**src/pato_pkg.sv**
```systemverilog
// Package for the parent-array topological order unit.
// Holds sizes, the storage entry layout and the sequencer state type.
// It has no dependencies.
package pato_pkg;

	localparam int MAX_NODES = 64;
	localparam int IDX_W     = 6;
	localparam int CNT_W     = 7;
	localparam int ENTRY_W   = IDX_W + 1;

	typedef enum logic [1:0] {
		ST_LOAD,
		ST_READ,
		ST_EVAL,
		ST_OUT
	} pato_state_t;

endpackage

```
**src/pato_ram.sv**
```systemverilog
// Generic single-port-write, single-port-read RAM with a registered read.
// Standalone; it uses no package.
module pato_ram #(
	parameter int WIDTH = 8,
	parameter int DEPTH = 64
) (
	input  logic                     clk,
	input  logic                     wr_en,
	input  logic [$clog2(DEPTH)-1:0] wr_addr,
	input  logic [WIDTH-1:0]         wr_data,
	input  logic                     rd_en,
	input  logic [$clog2(DEPTH)-1:0] rd_addr,
	output logic [WIDTH-1:0]         rd_data
);

	logic [WIDTH-1:0] mem_q [DEPTH];
	logic [WIDTH-1:0] rd_data_q;

	always_ff @(posedge clk) begin
		if (wr_en) begin
			mem_q[wr_addr] <= wr_data;
		end
		if (rd_en) begin
			rd_data_q <= mem_q[rd_addr];
		end
	end

	assign rd_data = rd_data_q;

endmodule

```
**src/parent_array_topological_order_unit.sv**
```systemverilog
// Top level of the parent-array topological order unit.
// Depends on pato_pkg and instantiates pato_ram for the parent table.
//
// The unit takes one request per node, each carrying whether the node has a
// parent and the parent index, and stores it at the next free slot of an
// internal table. A request with last set, or the one that fills the table
// to MAX_NODES nodes, closes the set. The unit then stops taking requests
// and emits every loaded node once, in topological order: it sweeps the
// table in index order, pass after pass, emitting each unplaced node that
// is a root or whose parent has already been emitted, so a node emitted
// early in a sweep can release a later node in the same sweep. A parent
// index at or beyond the loaded count never becomes ready. When a whole
// sweep emits nothing, the remaining nodes (cycles, self parents, dangling
// parents) are emitted in index order with from_fallback set. last_res marks
// the final node of the order, after which the unit is ready to load a new
// set. Ordering runs through a single table read port and one readiness
// check: each node visited in a sweep is read from the table, then checked,
// and each emitted node is held until out_ready is high. With N nodes the
// order needs at most N+1 sweeps.
module parent_array_topological_order_unit (
	input  logic                      clk,
	input  logic                      arst_n,
	input  logic                      in_valid,
	output logic                      in_ready,
	input  logic                      has_parent,
	input  logic [pato_pkg::IDX_W-1:0] parent_index,
	input  logic                      last,
	output logic                      out_valid,
	input  logic                      out_ready,
	output logic [pato_pkg::IDX_W-1:0] node_index,
	output logic                      from_fallback,
	output logic                      last_res
);

	import pato_pkg::*;

	// Sequencer state and the control decisions it makes each cycle.
	pato_state_t state_q, state_d;

	logic [CNT_W-1:0]     node_cnt_q;    // loaded nodes, also the set size
	logic [CNT_W-1:0]     placed_cnt_q;  // nodes emitted so far
	logic [CNT_W-1:0]     pass_start_q;  // emitted count when the sweep began
	logic [IDX_W-1:0]     idx_q;         // node visited in the current sweep
	logic                 fallback_q;    // current sweep is the fallback sweep
	logic [MAX_NODES-1:0] placed_q;      // one bit per node, set once emitted

	logic [IDX_W-1:0] node_index_q;
	logic             from_fallback_q;
	logic             last_res_q;

	logic               in_fire;
	logic               out_fire;
	logic               load_done;
	logic               ram_rd;
	logic [ENTRY_W-1:0] ram_rd_data;
	logic [ENTRY_W-1:0] ram_wr_data;
	logic [IDX_W-1:0]   entry_parent;
	logic               entry_root;
	logic               parent_ok;
	logic               node_ready;
	logic               do_emit;
	logic               do_step;
	logic               pass_end;
	logic               all_done;
	logic               no_progress;

	// The table entry packs the root flag above the parent index.
	assign ram_wr_data  = {~has_parent, parent_index};
	assign entry_root   = ram_rd_data[ENTRY_W-1];
	assign entry_parent = ram_rd_data[IDX_W-1:0];

	pato_ram #(
		.WIDTH(ENTRY_W),
		.DEPTH(MAX_NODES)
	) u_parent_ram (
		.clk    (clk),
		.wr_en  (in_fire),
		.wr_addr(node_cnt_q[IDX_W-1:0]),
		.wr_data(ram_wr_data),
		.rd_en  (ram_rd),
		.rd_addr(idx_q),
		.rd_data(ram_rd_data)
	);

	assign in_ready  = (state_q == ST_LOAD);
	assign out_valid = (state_q == ST_OUT);
	assign in_fire   = in_valid && in_ready;
	assign out_fire  = out_valid && out_ready;

	// The set closes on a marked request or when the table fills up.
	assign load_done = last || ((node_cnt_q + CNT_W'(1)) == CNT_W'(MAX_NODES));

	// A parent at or beyond the loaded count is never ready.
	assign parent_ok  = ({1'b0, entry_parent} < node_cnt_q) && placed_q[entry_parent];
	assign node_ready = !placed_q[idx_q] && (fallback_q || entry_root || parent_ok);

	// Sweep bookkeeping after the current node has been dealt with.
	assign pass_end    = ({1'b0, idx_q} == (node_cnt_q - CNT_W'(1)));
	assign all_done    = (placed_cnt_q == node_cnt_q);
	assign no_progress = (placed_cnt_q == pass_start_q);

	always_comb begin
		state_d = state_q;
		ram_rd  = 1'b0;
		do_emit = 1'b0;
		do_step = 1'b0;
		case (state_q)
			ST_LOAD: begin
				if (in_fire && load_done) begin
					state_d = ST_READ;
				end
			end
			ST_READ: begin
				ram_rd  = 1'b1;
				state_d = ST_EVAL;
			end
			ST_EVAL: begin
				if (node_ready) begin
					do_emit = 1'b1;
					state_d = ST_OUT;
				end else begin
					do_step = 1'b1;
				end
			end
			ST_OUT: begin
				if (out_fire) begin
					do_step = 1'b1;
				end
			end
			default: begin
				state_d = ST_LOAD;
			end
		endcase
		// Moving on from a node either visits the next one, starts a new
		// sweep, or finishes the set once every node has been emitted.
		if (do_step) begin
			if (pass_end && all_done) begin
				state_d = ST_LOAD;
			end else begin
				state_d = ST_READ;
			end
		end
	end

	always_ff @(posedge clk or negedge arst_n) begin
		if (!arst_n) begin
			state_q <= ST_LOAD;
		end else begin
			state_q <= state_d;
		end
	end

	always_ff @(posedge clk or negedge arst_n) begin
		if (!arst_n) begin
			node_cnt_q   <= '0;
			placed_cnt_q <= '0;
			pass_start_q <= '0;
			idx_q        <= '0;
			fallback_q   <= 1'b0;
			placed_q     <= '0;
		end else begin
			if (in_fire) begin
				node_cnt_q   <= node_cnt_q + CNT_W'(1);
				placed_cnt_q <= '0;
				pass_start_q <= '0;
				idx_q        <= '0;
				fallback_q   <= 1'b0;
			end
			if (do_emit) begin
				placed_q[idx_q] <= 1'b1;
				placed_cnt_q    <= placed_cnt_q + CNT_W'(1);
			end
			if (do_step) begin
				if (!pass_end) begin
					idx_q <= idx_q + IDX_W'(1);
				end else if (all_done) begin
					node_cnt_q   <= '0;
					placed_cnt_q <= '0;
					pass_start_q <= '0;
					idx_q        <= '0;
					fallback_q   <= 1'b0;
					placed_q     <= '0;
				end else begin
					// A sweep that emitted nothing hands the rest to the fallback.
					idx_q        <= '0;
					pass_start_q <= placed_cnt_q;
					if (no_progress) begin
						fallback_q <= 1'b1;
					end
				end
			end
		end
	end

	// Result register; it holds its contents until the result is taken.
	always_ff @(posedge clk) begin
		if (do_emit) begin
			node_index_q    <= idx_q;
			from_fallback_q <= fallback_q;
			last_res_q      <= ((placed_cnt_q + CNT_W'(1)) == node_cnt_q);
		end
	end

	assign node_index    = node_index_q;
	assign from_fallback = from_fallback_q;
	assign last_res      = last_res_q;

endmodule
```
**config.mk**
```make
export PLATFORM = sky130hd
export DESIGN_NAME = parent_array_topological_order_unit
export DESIGN_NICKNAME = d
export VERILOG_FILES = /design/src/pato_pkg.sv /design/src/pato_ram.sv /design/src/parent_array_topological_order_unit.sv
export SDC_FILE = /design/constraint.sdc
export NUM_CORES = 1
export LEC_CHECK = 0
export BUFFER_PORTS_ARGS = -buffer_cell sky130_fd_sc_hd__buf_2
export CAP_MARGIN = 20
export CELL_PAD_IN_SITES_DETAIL_PLACEMENT = 1
export CELL_PAD_IN_SITES_GLOBAL_PLACEMENT = 1
export CORE_MARGIN = 5
export CORE_UTILIZATION = 40
export DETAILED_ROUTE_END_ITERATION = 6
export HOLD_SLACK_MARGIN = 0.12
export PLACE_DENSITY = 0.66
export SYNTH_ARGS = -nofsm -noshare
export SYNTH_HDL_FRONTEND = slang
export SYNTH_SLANG_ARGS = --single-unit
```
**constraint.sdc**
```tcl
create_clock -name clk -period 3.8 [get_ports clk]
set_clock_uncertainty 0.15 [all_clocks]
set_input_delay 0.19 -clock clk [delete_from_list [all_inputs] [get_ports clk]]
set_output_delay 0.19 -clock clk [all_outputs]
set_load 0.02 [all_outputs]
```
# After elaboration in Yosys (flattened, before gate mapping)
# Memory sizes are Yosys's and may differ from the RTL's. A register that Yosys moved wholly into a read port is not among the register bits.
# Cells that the tools add are included.
# word_totals
in_bits	12
ram_bits	448
mem_count	1
elab_cells	90
out_inout_bits	10
ff_bits	102
# op_classes
n_reduce_logical	15
n_mux	44
order_cmp	4
n_eq_ne	10
addsub	4
n_bitwise	2
# memory_table
memory	depth	width	read_ports	rd_clocked_by_memory_dff	write_ports	line_no	text
u_parent_ram.mem_q	64	7	1	1	1	pato_ram.sv:16	logic [WIDTH-1:0] mem_q [DEPTH];
# op_table
cell	count
64-bit two-way mux	4
7-bit two-way mux	13
64-bit OR	1
7-bit equality test	3
6-bit two-way mux	3
1-bit two-way mux	16
7-bit by 1-bit adder with 7-bit output, second input constant	2
6-bit by 7-bit less-than comparator with 1-bit output, second input constant	2
1-bit binary-select mux with 6-bit select	2
6-bit by 7-bit equality test with 1-bit output	1
7-bit equality test, second input constant	1
1-bit logical AND	7
6-bit by 7-bit less-than comparator with 1-bit output	1
7-bit by 1-bit subtractor with 7-bit output, second input constant	1
6-bit by 1-bit adder with 6-bit output, second input constant	1
1-bit demux with 6-bit select	1
6-bit by 1-bit greater-or-equal comparator with 1-bit output, second input constant	1
2-bit two-way mux	3
2-bit case mux with 3 select lines	1
2-bit equality test, second input constant	2
4-bit nonzero test	1
1-bit logical OR	3
3-bit by 1-bit inequality test with 1-bit output, second input constant	1
3-bit inequality test, second input constant	1
7 further kinds	7

# Depth between registers and ports, before layout
# logic_depth
word_depth	11
mapped_depth	12

# Modules after synthesis
# From an unflattened synthesis, not the netlist that was laid out.
# hier_totals
cells_unflattened	1462
hier_area_um2	23830.4
# by_module_without_submodules
mod	cells_per_inst	area_each_um2	n_inst
pato_ram	827	17705.7	1
parent_array_topological_order_unit	635	6124.6	1

# Worst setup path after synthesis
# No wires, ideal clock.
# synth_timing
kind	register to register
from	reg u_parent_ram.rd_data_q[2] (netlist: u_parent_ram.rd_data[2]), read port of u_parent_ram.mem_q
to	reg placed_q[62]
t_required_ns	3.531
setup_time_ns	0.119
slack_ns	0.729
path_stages_with_launch	12
synth_period_minus_slack_ns	3.071
t_arrival_ns	2.802
path_cell_list	edfxtp_1 > buf_2 > mux4_2 > mux2_2 > a221oi_1 > nor2_1 > o211ai_2 > a31oi_2 > a2111oi_4 > buf_4 > buf_6 > nor2_1
# synth_between
elab_chain_cells	11
elab_cells_between_ends	14
cone_classes	order compare (1); mux (10); reduce/logical (3)
# synth_rtl
element	line_no	text
start: declaration	pato_ram.sv:17	logic [WIDTH-1:0] rd_data_q;
1-bit binary-select mux with 6-bit select	parent_array_topological_order_unit.sv:94	assign parent_ok = ({1'b0, entry_parent} < node_cnt_q) && placed_q[entry_parent];
1-bit two-way mux (implied by the code)	parent_array_topological_order_unit.sv:94	
1-bit logical AND *	parent_array_topological_order_unit.sv:94	
1-bit logical OR *	parent_array_topological_order_unit.sv:95	assign node_ready = !placed_q[idx_q] && (fallback_q || entry_root || parent_ok);
1-bit logical AND *	parent_array_topological_order_unit.sv:95	
1-bit two-way mux	parent_array_topological_order_unit.sv:118	if (node_ready) begin
1-bit two-way mux	parent_array_topological_order_unit.sv:107	case (state_q)
64-bit two-way mux	parent_array_topological_order_unit.sv:169	if (do_emit) begin
64-bit two-way mux	parent_array_topological_order_unit.sv:176	end else if (all_done) begin
64-bit two-way mux	parent_array_topological_order_unit.sv:174	if (!pass_end) begin
64-bit two-way mux *	parent_array_topological_order_unit.sv:173	if (do_step) begin
end signal: assignment	parent_array_topological_order_unit.sv:160	placed_q <= '0;
end signal: indexed assignment	parent_array_topological_order_unit.sv:170	placed_q[idx_q] <= 1'b1;
end signal: assignment	parent_array_topological_order_unit.sv:182	placed_q <= '0;
end: declaration	parent_array_topological_order_unit.sv:45	logic [MAX_NODES-1:0] placed_q;
# Every way passes the cells marked *; elsewhere a longest branch is shown, timed or not. The select of a mux whose other input is x is not followed.
# A chain may end at the register's enable or synchronous reset.

# Worst setup path in the final report
# layout_timing
from	reg u_parent_ram.rd_data_q[1] (netlist: u_parent_ram.rd_data[1]), read port of u_parent_ram.mem_q
to	reg placed_q[23]
# The elaborated chain is that of the path after synthesis.

==> summary.md <==
| Metric | Value |
|---|---|
| Status | `completed` |
| Pin count of the biggest net entering global routing | `76` |
| Mux contribution to synthesized area | `3.37%` |
| CTS sink cnt | `557` |
| Compound-gate portion of the synthesized area | `13.3%` |
| Post-synth net total | `1599` |
| Final TNS setup | `0 ns` |
| Post-synth EDFFs | `463` |
| Pleak | `8.80 nW` |
| Unrepaired setup endpoints after global routing | `false` |
| IO Count | `22` |
| Worst EP required | `4.16 ns` |
| Worst skew pair latency | `0.64 ns` |
| Main combinational cell family by area after synthesis | `compound AO/OA/AOI/OAI gates` |
| Relative slew slack | `26.6%` |
| Nets | `1716` |
| Path depth of the worst reg2reg path | `10` |
| Seq cells post-synth | `557` |
| Area Growth Syn to Fin | `17.8%` |
| FF-to-FF Start | `u_parent_ram.rd_data[1]` |
| Least-Margin Pin Slew | `1.09 ns` |
| Routed WL | `69400 um` |
| Post-route non-filler standard cell count | `2495` |
| Critical path startpoint | `u_parent_ram.rd_data[1]` |
| Synth Flop Type | `edfxtp_1` |
| Unique masters post-synth | `66` |
| Initial antenna violation count | `0` |
| CTS max path bufs | `3` |
| Clk slew on worst S/H paths | `0.06 ns` |
| Vias in the first global route | `15.6k` |
| CP Class | `flop to flop` |
| Final Hold Fails | `0` |
| Post-Place Cell Area | `0.0245 mm2` |
| Avg Cell Area, Syn | `14.5 um2` |
| Share of cells above drive strength 1 | `17.4%` |
| Total CTS buffers | `58` |
| Clock root cell | `clkbuf_16` |
| Grt ovf | `0` |
| Drt pass-1 iters | `5` |
| Place WS | `0.353 ns` |
| Antenna diodes | `0` |
| Startpoint Class | `flop` |
| Drt via density | `6.05` |
| Worst reg2reg endpoint | `placed_q[23]` |
| Worst Slack Setup Final | `0.307 ns` |
| Initial Util | `40.4%` |
| Synth warnings | `0` |
| Core area | `0.0564 mm2` |
| Synth Area in Adders | `0.714%` |
| DR iter-0 viols | `1492` |
| Max-cap viol count | `0` |
| Power Density | `473 mW/mm2` |
| Final min period | `3.49 ns` |
| Post-DRT Antenna Nets | `0` |
| Synth Area in XOR/XNOR | `1.19%` |
| Routed len/inst | `27.8 um` |
| Slew Limit Fails | `0` |
| Final Cycle Share | `91.9%` |
| Met2 Resource Use GR | `35.8%` |
| Critical path arrival | `3.86 ns` |
| Post-synthesis simple-gate area fraction | `7.61%` |
| Crit path to | `placed_q[23]` |
| Cells after DPL | `2367` |
| Busiest grt layer | `met2` |
| GP Congestion | `0.834` |
| Met3 Use GR | `3.69%` |
| CTS tree | `done` |
| Asr flop ratio synth | `16.9%` |
| IR drop worst, VDD | `0.553 mV` |
| Row cnt | `87` |
| Met1 usage | `30.0%` |
| Postcts setup bufs | `0` |
| Cells after synthesis | `1574` |
| Die area | `0.0618 mm2` |
| Min-Delay Path Class | `input port to async pin` |
| Setup violations, final | `0` |
| Post-synthesis sequential area ratio | `71.4%` |
| Global-route wire length before repair | `103000 um` |
| Post-DP HPWL | `43300 um` |
| Synthesized area | `0.0228 mm2` |
| Vias | `15.1k` |
| All-layer global routing usage | `21.7%` |
| Worst reg2reg setup slack | `0.31 ns` |
| PortBufs | `21` |
| Peak Freq | `286 MHz` |
| Design area | `0.0268 mm2` |
| Width of the die | `249 um` |
| CP Max Fanout | `36` |
| Die height | `249 um` |
| DRC errors left | `0` |
| Critical Path End Type | `flop` |
| H-Tree Depth | `2` |
placed cells by master, fill, tap and decap left out, types with 7 or more instances in the layout:
cell type      instances
nand2_1               53
clkinv_2              17
a221oi_1              10
buf_12                16
buf_2                 20
a21oi_1               21
a22oi_1              239
ha_1                  13
nor2_1               164
nand2b_1               7
nand3b_1               8
clkinv_1               7
nor3_2                 7
nand3_1               38
bufinv_16              9
o21ai_0                9
dfrtp_1               94
mux2i_1               35
a31oi_1               65
xor2_1                10
inv_1                 20
mux2_2                 9
dlygate4sd3_1         12
nand4_1               55
xnor2_1               21
nor2b_1                8
mux4_2                14
edfxtp_1             463
buf_4                119
clkbuf_16             58
Yosys cell counts, types with 4 or more instances:
cell / instances / area, um2
a22o_1: 6 / 52.6
xor2_1: 10 / 87.6
ha_1: 13 / 163
a22oi_1: 239 / 1790
and2_1: 4 / 25.0
nand2_1: 53 / 199
o221ai_1: 4 / 35.0
dfrtp_1: 94 / 2350
nor2_1: 169 / 634
inv_1: 21 / 78.8
nor3_1: 9 / 45.0
mux2_2: 9 / 101
and3_1: 4 / 25.0
a31oi_1: 65 / 407
clkbuf_1: 82 / 308
a221oi_1: 10 / 87.6
o211ai_1: 6 / 45.0
nand3b_1: 8 / 60.1
nand3_1: 38 / 190
o2111ai_1: 5 / 43.8
nor2b_1: 8 / 50.1
xnor2_1: 21 / 184
mux2i_1: 35 / 350
a21oi_1: 21 / 105
mux4_2: 14 / 315
buf_2: 15 / 75.1
buf_1: 10 / 37.5
edfxtp_1: 463 / 13900
o21ai_0: 9 / 45.0
nand2b_1: 7 / 43.8
nand4_1: 55 / 344
a41oi_1: 6 / 52.6
critical path: stages, from the launching register on:
cell       delay, ns
edfxtp_1        0.60
buf_4           0.26
and2_1          0.19
a2111oi_0       0.50
nand3_1         0.14
nand4_1         0.13
o21ai_1         0.19
a311oi_4        0.44
buf_4           0.44
a31oi_1         0.14
nor2_1          0.19
cell type report:
type | count | area [um2]
flip-flops and latches | 557 | 16300
multi-input cells | 883 | 6060
fillers | 5577 | 29600
inverters | 23 | 86.3
well taps | 756 | 946
clock inverters | 44 | 526
clock buffers | 64 | 1480
repair buffers | 168 | 1460
where the power goes:
part	internal, mW	total, mW	switching, mW
registers	6.61	6.61	0
clock network	3.46	5.95	2.49
logic	0.0309	0.134	0.103
total	10.1	12.7	2.60
worst min-delay path by stage:
stage	endpoint	cells past startpoint
final	pass_start_q[4]	3
after global routing	u_parent_ram.mem_q[22][5]	2
after floorplan	fallback_q	0
after detailed placement	pass_start_q[4]	1
after CTS	pass_start_q[5]	2
after global placement	pass_start_q[4]	1
repair_timing:
item,CTS,global route
hold buffers,4,8
hold endpoints to repair,99,354
gates resized for setup,0,0
metrics by stage:
step / total power, mW / hold WS (ns) / utilization [%]
after floorplan: 6.75 / -0.256 / -
after global placement: 6.85 / 0.273 / 43.5
after detailed placement: 6.85 / 0.276 / 43.5
after CTS: 12.8 / 0.163 / 47.1
after global routing: 13.1 / 0.348 / 47.6
final: 12.7 / 0.338 / 47.6
registers in the layout (all words and copies together), names as in the netlist, 6 cells and up:
signal and count:
idx_q 6, node_cnt_q 7, node_index 6, pass_start_q 7, placed_cnt_q 7, placed_q 64
u_parent_ram.mem_q 448, u_parent_ram.rd_data 7
logic make-up after synthesis:
group / count (synthesis)
AOI/OAI and AO/OA: 412
adders and majority gates: 13
DFF: 557
and+or+nand+nor: 369
muxes: 58
xor gates and xnor gates: 31
buffers and inverters: 134
metal layers:
metal,vias to the layer above,share of wire (%)
li1,6494,-
met1,7922,43
met2,560,48
met3,126,6.3
met4,0,3.0
met5,-,0
Power figures use the tool's default switching activity.
